File: src/rtl/bvhacb_pkg.sv
// Shared types, constants and box arithmetic for the cluster tree builder.
// Depends on nothing; the interfaces, datapath, controller and top unit use it.
`default_nettype none

package bvhacb_pkg;

    localparam int MAX_INSTANCES = 32;
    localparam int COORD_BITS    = 16;
    localparam int NODE_SLOTS    = 64;
    localparam int POS_W         = $clog2(MAX_INSTANCES);
    localparam int CNT_W         = POS_W + 1;
    localparam int NODE_W        = $clog2(NODE_SLOTS);
    localparam int FREE_W        = NODE_W + 1;
    localparam int INST_W        = 5;
    localparam int EXT_W         = COORD_BITS;
    localparam int PXY_W         = 2 * EXT_W;
    localparam int VOL_W         = 3 * EXT_W;

    typedef logic signed [COORD_BITS-1:0] coord_t;

    typedef struct packed {
        coord_t min_x;
        coord_t min_y;
        coord_t min_z;
        coord_t max_x;
        coord_t max_y;
        coord_t max_z;
    } box_t;

    typedef struct packed {
        box_t              box;
        logic [NODE_W-1:0] left;
        logic [NODE_W-1:0] right;
        logic [INST_W-1:0] inst;
    } node_t;

    typedef enum logic [1:0] {
        NW_LOAD  = 2'd0,
        NW_MERGE = 2'd1,
        NW_COPY  = 2'd2
    } nwsel_t;

    typedef struct packed {
        logic              act_we;
        logic [POS_W-1:0]  act_waddr;
        logic [NODE_W-1:0] act_wdata;
        logic [POS_W-1:0]  act_raddr;
        logic              node_we;
        logic [NODE_W-1:0] node_waddr;
        logic [NODE_W-1:0] node_raddr;
        nwsel_t            nwsel;
        logic [NODE_W-1:0] wr_left;
        logic [NODE_W-1:0] wr_right;
        logic [INST_W-1:0] wr_inst;
        logic              me_load;
        logic              best_load;
        logic              out_load;
        logic [NODE_W-1:0] out_num;
        logic              out_final;
    } cmd_t;

    typedef struct packed {
        logic [NODE_W-1:0] act_rdata;
        logic              vol_less;
        logic              out_done;
    } sts_t;

    function automatic coord_t cmin(coord_t p, coord_t q);
        return ($signed(p) < $signed(q)) ? p : q;
    endfunction

    function automatic coord_t cmax(coord_t p, coord_t q);
        return ($signed(p) > $signed(q)) ? p : q;
    endfunction

    function automatic box_t union_box(box_t p, box_t q);
        box_t r;
        r.min_x = cmin(p.min_x, q.min_x);
        r.min_y = cmin(p.min_y, q.min_y);
        r.min_z = cmin(p.min_z, q.min_z);
        r.max_x = cmax(p.max_x, q.max_x);
        r.max_y = cmax(p.max_y, q.max_y);
        r.max_z = cmax(p.max_z, q.max_z);
        return r;
    endfunction

    // An inverted axis counts as zero extent.
    function automatic logic [EXT_W-1:0] extent(coord_t lo, coord_t hi);
        logic signed [COORD_BITS:0] diff;
        diff = $signed({hi[COORD_BITS-1], hi}) - $signed({lo[COORD_BITS-1], lo});
        return (diff > 0) ? diff[EXT_W-1:0] : '0;
    endfunction

endpackage

`default_nettype wire

File: src/rtl/bvhacb_ctrl.sv
// Controller: loads instances, walks best-match chains, merges, and sequences output.
// Depends on bvhacb_pkg; drives bvhacb_datapath through the command struct.
`default_nettype none

module bvhacb_ctrl (
    input  logic             clk,
    input  logic             rst_n,
    input  logic             in_valid,
    input  logic             in_final,
    output logic             in_ready,
    input  bvhacb_pkg::sts_t sts,
    output bvhacb_pkg::cmd_t cmd
);
    import bvhacb_pkg::*;

    typedef enum logic [23:0] {
        S_IDLE    = 24'h000001,
        S_ME0     = 24'h000002,
        S_ME1     = 24'h000004,
        S_ME2     = 24'h000008,
        S_CA      = 24'h000010,
        S_CN      = 24'h000020,
        S_CV1     = 24'h000040,
        S_CV2     = 24'h000080,
        S_CV3     = 24'h000100,
        S_BPDONE  = 24'h000200,
        S_LOOP    = 24'h000400,
        S_M1      = 24'h000800,
        S_M2      = 24'h001000,
        S_M3      = 24'h002000,
        S_M4      = 24'h004000,
        S_M5      = 24'h008000,
        S_M6      = 24'h010000,
        S_R1      = 24'h020000,
        S_R2      = 24'h040000,
        S_R3      = 24'h080000,
        S_ORD     = 24'h100000,
        S_OLD     = 24'h200000,
        S_OWAIT   = 24'h400000,
        S_START   = 24'h800000
    } state_t;

    typedef enum logic {
        TGT_B = 1'b0,
        TGT_C = 1'b1
    } tgt_t;

    state_t            state_reg, state_next;
    logic [CNT_W-1:0]  count_reg, count_next;
    logic [FREE_W-1:0] nfree_reg, nfree_next;
    logic [CNT_W-1:0]  n_reg, n_next;
    logic [POS_W-1:0]  a_reg, a_next;
    logic [POS_W-1:0]  b_reg, b_next;
    logic [POS_W-1:0]  pos_reg, pos_next;
    logic [CNT_W-1:0]  idx_reg, idx_next;
    logic [POS_W-1:0]  best_reg, best_next;
    logic              found_reg, found_next;
    tgt_t              tgt_reg, tgt_next;
    logic [NODE_W-1:0] na_reg, na_next;
    logic [NODE_W-1:0] nb_reg, nb_next;
    logic [NODE_W-1:0] oi_reg, oi_next;
    logic              room;
    logic [POS_W-1:0]  last_pos;

    assign room     = count_reg < CNT_W'(MAX_INSTANCES);
    assign last_pos = POS_W'(n_reg - CNT_W'(1));

    always_comb
    begin
        state_next = state_reg;
        count_next = count_reg;
        nfree_next = nfree_reg;
        n_next     = n_reg;
        a_next     = a_reg;
        b_next     = b_reg;
        pos_next   = pos_reg;
        idx_next   = idx_reg;
        best_next  = best_reg;
        found_next = found_reg;
        tgt_next   = tgt_reg;
        na_next    = na_reg;
        nb_next    = nb_reg;
        oi_next    = oi_reg;
        in_ready   = 1'b0;
        cmd        = '0;
        cmd.nwsel  = NW_LOAD;

        unique case (state_reg)
            S_IDLE:
            begin
                in_ready = 1'b1;
                if (in_valid)
                begin
                    if (room)
                    begin
                        cmd.node_we    = 1'b1;
                        cmd.node_waddr = NODE_W'(count_reg + CNT_W'(1));
                        cmd.nwsel      = NW_LOAD;
                        cmd.wr_inst    = INST_W'(count_reg);
                        cmd.act_we     = 1'b1;
                        cmd.act_waddr  = POS_W'(count_reg);
                        cmd.act_wdata  = NODE_W'(count_reg + CNT_W'(1));
                        count_next     = count_reg + CNT_W'(1);
                        nfree_next     = FREE_W'(count_reg) + FREE_W'(2);
                    end
                    if (in_final)
                    begin
                        n_next     = room ? count_reg + CNT_W'(1) : count_reg;
                        state_next = S_START;
                    end
                end
            end
            S_START:
            begin
                a_next     = '0;
                pos_next   = '0;
                tgt_next   = TGT_B;
                state_next = S_ME0;
            end
            S_ME0:
            begin
                cmd.act_raddr = pos_reg;
                state_next    = S_ME1;
            end
            S_ME1:
            begin
                cmd.node_raddr = sts.act_rdata;
                state_next     = S_ME2;
            end
            S_ME2:
            begin
                cmd.me_load = 1'b1;
                idx_next    = '0;
                found_next  = 1'b0;
                best_next   = '0;
                state_next  = S_CA;
            end
            S_CA:
            begin
                if (idx_reg >= n_reg)
                begin
                    state_next = S_BPDONE;
                end
                else if (POS_W'(idx_reg) == pos_reg)
                begin
                    idx_next = idx_reg + CNT_W'(1);
                end
                else
                begin
                    cmd.act_raddr = POS_W'(idx_reg);
                    state_next    = S_CN;
                end
            end
            S_CN:
            begin
                cmd.node_raddr = sts.act_rdata;
                state_next     = S_CV1;
            end
            S_CV1:
            begin
                state_next = S_CV2;
            end
            S_CV2:
            begin
                state_next = S_CV3;
            end
            S_CV3:
            begin
                if (!found_reg || sts.vol_less)
                begin
                    found_next    = 1'b1;
                    best_next     = POS_W'(idx_reg);
                    cmd.best_load = 1'b1;
                end
                idx_next   = idx_reg + CNT_W'(1);
                state_next = S_CA;
            end
            S_BPDONE:
            begin
                if (tgt_reg == TGT_B)
                begin
                    b_next     = best_reg;
                    state_next = S_LOOP;
                end
                else if (best_reg == a_reg)
                begin
                    state_next = S_M1;
                end
                else
                begin
                    a_next     = b_reg;
                    b_next     = best_reg;
                    state_next = S_LOOP;
                end
            end
            S_LOOP:
            begin
                if (n_reg <= CNT_W'(1))
                begin
                    state_next = S_R1;
                end
                else
                begin
                    pos_next   = b_reg;
                    tgt_next   = TGT_C;
                    state_next = S_ME0;
                end
            end
            S_M1:
            begin
                cmd.act_raddr = a_reg;
                state_next    = S_M2;
            end
            S_M2:
            begin
                na_next        = sts.act_rdata;
                cmd.act_raddr  = b_reg;
                cmd.node_raddr = sts.act_rdata;
                state_next     = S_M3;
            end
            S_M3:
            begin
                nb_next        = sts.act_rdata;
                cmd.me_load    = 1'b1;
                cmd.node_raddr = sts.act_rdata;
                state_next     = S_M4;
            end
            S_M4:
            begin
                cmd.node_we    = 1'b1;
                cmd.node_waddr = NODE_W'(nfree_reg);
                cmd.nwsel      = NW_MERGE;
                cmd.wr_left    = na_reg;
                cmd.wr_right   = nb_reg;
                cmd.act_we     = 1'b1;
                cmd.act_waddr  = a_reg;
                cmd.act_wdata  = NODE_W'(nfree_reg);
                state_next     = S_M5;
            end
            S_M5:
            begin
                cmd.act_raddr = last_pos;
                state_next    = S_M6;
            end
            S_M6:
            begin
                cmd.act_we    = 1'b1;
                cmd.act_waddr = b_reg;
                cmd.act_wdata = sts.act_rdata;
                if (a_reg == last_pos)
                begin
                    a_next   = b_reg;
                    pos_next = b_reg;
                end
                else
                begin
                    pos_next = a_reg;
                end
                n_next     = n_reg - CNT_W'(1);
                nfree_next = nfree_reg + FREE_W'(1);
                tgt_next   = TGT_B;
                state_next = S_ME0;
            end
            S_R1:
            begin
                cmd.act_raddr = a_reg;
                state_next    = S_R2;
            end
            S_R2:
            begin
                cmd.node_raddr = sts.act_rdata;
                state_next     = S_R3;
            end
            S_R3:
            begin
                cmd.node_we    = 1'b1;
                cmd.node_waddr = '0;
                cmd.nwsel      = NW_COPY;
                oi_next        = '0;
                state_next     = S_ORD;
            end
            S_ORD:
            begin
                cmd.node_raddr = oi_reg;
                state_next     = S_OLD;
            end
            S_OLD:
            begin
                cmd.out_load  = 1'b1;
                cmd.out_num   = oi_reg;
                cmd.out_final = (FREE_W'(oi_reg) + FREE_W'(1)) == nfree_reg;
                state_next    = S_OWAIT;
            end
            S_OWAIT:
            begin
                if (sts.out_done)
                begin
                    if ((FREE_W'(oi_reg) + FREE_W'(1)) == nfree_reg)
                    begin
                        count_next = '0;
                        nfree_next = FREE_W'(1);
                        state_next = S_IDLE;
                    end
                    else
                    begin
                        oi_next    = oi_reg + NODE_W'(1);
                        state_next = S_ORD;
                    end
                end
            end
            default:
            begin
                state_next = S_IDLE;
            end
        endcase
    end

    always_ff @(posedge clk or negedge rst_n)
    begin
        if (!rst_n)
        begin
            state_reg <= S_IDLE;
            count_reg <= '0;
            nfree_reg <= FREE_W'(1);
            n_reg     <= '0;
            a_reg     <= '0;
            b_reg     <= '0;
            pos_reg   <= '0;
            idx_reg   <= '0;
            best_reg  <= '0;
            found_reg <= 1'b0;
            tgt_reg   <= TGT_B;
            na_reg    <= '0;
            nb_reg    <= '0;
            oi_reg    <= '0;
        end
        else
        begin
            state_reg <= state_next;
            count_reg <= count_next;
            nfree_reg <= nfree_next;
            n_reg     <= n_next;
            a_reg     <= a_next;
            b_reg     <= b_next;
            pos_reg   <= pos_next;
            idx_reg   <= idx_next;
            best_reg  <= best_next;
            found_reg <= found_next;
            tgt_reg   <= tgt_next;
            na_reg    <= na_next;
            nb_reg    <= nb_next;
            oi_reg    <= oi_next;
        end
    end
endmodule

`default_nettype wire
File: config.mk
export PLATFORM = sky130hd
export DESIGN_NAME = bvhacb_ctrl
export DESIGN_NICKNAME = d
export VERILOG_FILES = /design/src/rtl/bvhacb_pkg.sv /design/src/rtl/bvhacb_ctrl.sv
export SDC_FILE = /design/constraint.sdc
export NUM_CORES = 1
export LEC_CHECK = 0
export BUFFER_PORTS_ARGS = -buffer_cell sky130_fd_sc_hd__buf_4
export CORE_MARGIN = 2
export CORE_UTILIZATION = 53
export DETAILED_ROUTE_END_ITERATION = 16
export PLACE_DENSITY = 0.84
export SETUP_SLACK_MARGIN = 0.2
export SLEW_MARGIN = 25
export SYNTH_ARGS = -nofsm -noshare
export SYNTH_HDL_FRONTEND = slang
export SYNTH_SLANG_ARGS = --single-unit
File: constraint.sdc
create_clock -name clk -period 2.8 [get_ports clk]
set_input_delay 0.42 -clock clk [delete_from_list [all_inputs] [get_ports clk]]
set_output_delay 0.42 -clock clk [all_outputs]
set_load 0.03 [all_outputs]
==> impl_metrics.env <==
export IMPL_numCtsBuffers=9
export IMPL_reg2reg_from="state_reg[18]"
export IMPL_drive_gt1_share_pct=50.2
export IMPL_required_ns=2.38
export IMPL_clkLatencyLatePin_ns=0.41
export IMPL_nNetsFinal=874
export IMPL_io_pins=72
export IMPL_critPathKind="register to output pin"
export IMPL_die_height_um=109
export IMPL_port_buffers=71
export IMPL_leakage_nw=4.37
export IMPL_r2r_setup_slack_ns=-0.08
export IMPL_grt_use_total_pct=39.0
export IMPL_yosys_area_top_type_share_pct=37.2
export IMPL_place_gp_congestion=0.961
export IMPL_avgViaCountPerCell=7.27
export IMPL_coreArea_um2=10800
export IMPL_dp_hpwl_mm=13.4
export IMPL_cts_root_buf="clkbuf_8"
export IMPL_synth_area_leaders="dfrtp_1 (37%), nand2_1 (4.1%), mux2_2 (3.7%)"
export IMPL_p_per_area_nw_per_um2=647
export IMPL_r2r_end="state_reg[0]"
export IMPL_clkSlewWorstSetupHoldPaths_ns=0.11
export IMPL_syn_area_per_cell_um2=9.06
export IMPL_yosysMostFrequentCell="dfrtp_1"
export IMPL_ys_ff_latch=89
export IMPL_ant_nets=0
export IMPL_antenna_found_initial=0
export IMPL_rsz0062_at_grt="true"
export IMPL_wl_per_cell_um=28.0
export IMPL_synth_async_sr_flop_share_pct=100
export IMPL_clockBufferDepth=2
export IMPL_max_slew_margin_pct=39.1
export IMPL_final_setup_viol_count=63
export IMPL_syn_nets=673
export IMPL_start_util_pct=54.2
export IMPL_yosys_cell_types_count=67
export IMPL_synth_seq_area_share_pct=38.1
export IMPL_worst_setup_path_start_kind="register"
export IMPL_netlist_area_um2=5850
export IMPL_htree_levels=3
export IMPL_status="finished, violations left"
export IMPL_row_count=38
export IMPL_cts_tree="built"
export IMPL_vdd_drop_max_mv=0.555
export IMPL_slew_viol_final=0
export IMPL_first_global_vias=6527
export IMPL_arrival_ns=2.85
export IMPL_fill_cells=468
export IMPL_worst_setup_path_end_kind="output pin"
export IMPL_grt_overflow=0
export IMPL_final_period_utilization_pct=117
export IMPL_drc_errors=0
export IMPL_path_max_fanout=5
export IMPL_synth_top_cell_by_area="dfrtp_1"
export IMPL_endpoint="cmd[56]"
export IMPL_syn_to_final_growth_pct=58.5
export IMPL_die_area_um2=11900
export IMPL_clock_skew_ns=0.0230
export IMPL_grt_max_degree=51
export IMPL_synth_edf_count=0
export IMPL_dieWidth_um=109
export IMPL_dp_cells=896
export IMPL_synth_cells=646
export IMPL_insertedDiodeCount=0
export IMPL_synthTopCellsByCount="dfrtp_1 (87), nand2_1 (64), nor2_1 (36), o21ai_0 (36), and2_1 (32)"
export IMPL_drtPass1Iterations=9
export IMPL_drv_cap=0
export IMPL_wl_mm=27.8
export IMPL_fin_crit_ns=3.27
export IMPL_clock_sinks=89
export IMPL_yosysWarnings=0
export IMPL_critical_path_startpoint="state_reg[17]"
export IMPL_violations="negative setup slack"
export IMPL_num_vias=7214
export IMPL_synth_top_flop_cell="dfrtp_1"
export IMPL_max_freq_mhz=306
export IMPL_largest_register_ffs=24
export IMPL_hold_class="input pin to async pin"
export IMPL_grt_pass1_wl_mm=35.2
export IMPL_drt_iter0_drc=1195
export IMPL_tightest_slew_ns=0.906
export IMPL_finalWorstSetupSlack_ns=-0.473
export IMPL_reg2regPathDepth=10
export IMPL_hold_violations=0
export IMPL_fin_cells=992
export IMPL_timing_hold_ws_ns=0.0681
[final cells by class]
type	count	area, µm²	share of cell area [%]
clock buffers	11	151	1.63
clock inverters	5	53.8	0.580
inverters	28	105	1.13
multi-input cells	504	4360	47.0
flip-flops and latches	89	2240	24.2
well taps	140	175	1.89
repair buffers	215	2190	23.6
[kinds of logic (layout without fill, tap and decap cells)]
family          count (synthesis)  in the layout  synth area share (%)
compound gates                145            145                  17.6
xor+xnor                       36             36                  5.86
fa+ha+maj                      15             15                  3.21
buf+inv                        54            259                  3.83
flops                          89             89                  38.1
mux                            28             28                  5.19
simple gates                  279            280                  26.2
[layer usage]
metal / GRT usage (%) / vias up / wire length, µm
li1: - / 2785 / -
met2: 61.9 / 779 / 12700
met1: 48.5 / 3339 / 9000
met3: 8.73 / 311 / 3490
met5: 0 / - / 0
met4: 23.4 / 0 / 2550
[worst min path at each step]
| stage | slack, ns | endpoint | cells past startpoint |
|---|---|---|---|
| floorplan | 0.12 | a_reg[0] | 0 |
| global placement | 0.48 | nb_reg[1] | 1 |
| detailed placement | 0.49 | nb_reg[3] | 1 |
| CTS | 0.08 | n_reg[1] | 1 |
| global route | 0.13 | oi_reg[0] | 1 |
| finish | 0.07 | state_reg[16] | 1 |
[where the power goes]
group          total [W]  switching [W]  internal, W
Combinational    0.00330        0.00178      0.00153
Clock           0.000991       0.000532     0.000459
Sequential       0.00171       0.000282      0.00143
[critical path, stage by stage (launching register included)]
cell and delay [ns]:
dfrtp_1 0.48, nor4_4 0.44, buf_4 0.22, nand2_2 0.11, buf_4 0.20, nor3_4 0.30
buf_6 0.17, buf_16 0.13, buf_12 0.11, a221o_2 0.15, buf_6 0.13
[through the flow]
step	utilization, %	instance area, µm²	setup slack, ns	power [W]	TNS (ns)
global route	86.0	9280	-0.590	0.00614	-28.46
finish	86.0	9280	-0.473	0.00600	-20.94
global placement	67.1	7250	0.103	0.00376	0
CTS	78.9	8510	-0.220	0.00517	-4.97
detailed placement	67.1	7250	-0.00615	0.00384	-0.00615
floorplan	-	6130	0.154	0.00310	0
[cell usage in the layout (no fill, tap or decap), types with 9 or more instances in the layout]
cell type  synthesis  final
mux2i_1            9      9
nand2b_1          15     11
buf_4              0    102
clkbuf_8           0     11
nor4_4             0     11
a31oi_1           13     10
o21ai_1            0     11
a22o_4             0     13
dfrtp_1           87     78
a21oi_1           22     17
xor2_1            13     12
nand2_1           64     56
dfrtp_2            0      9
o21ai_0           36     16
mux2_2            19     14
a21o_1            17      9
nor2_1            36     28
inv_1             28     23
and2_4             1     27
buf_6              2     99
o21ai_2            0      9
nand3_1           29     21
ha_1              15     13
nor3_1            18     11
xnor2_1           21     21
[what timing repair did]
item / in CTS / in global routing
resized for setup: 148 / 135
endpoints found under the hold margin: 0 / 0
gates cloned: 6 / 1
endpoints found under the setup margin: 75 / 100
hold buffers: 0 / 0
pin swaps: 49 / 56
setup buffers: 41 / 32
No activity file was read; power rests on OpenSTA's default activity.
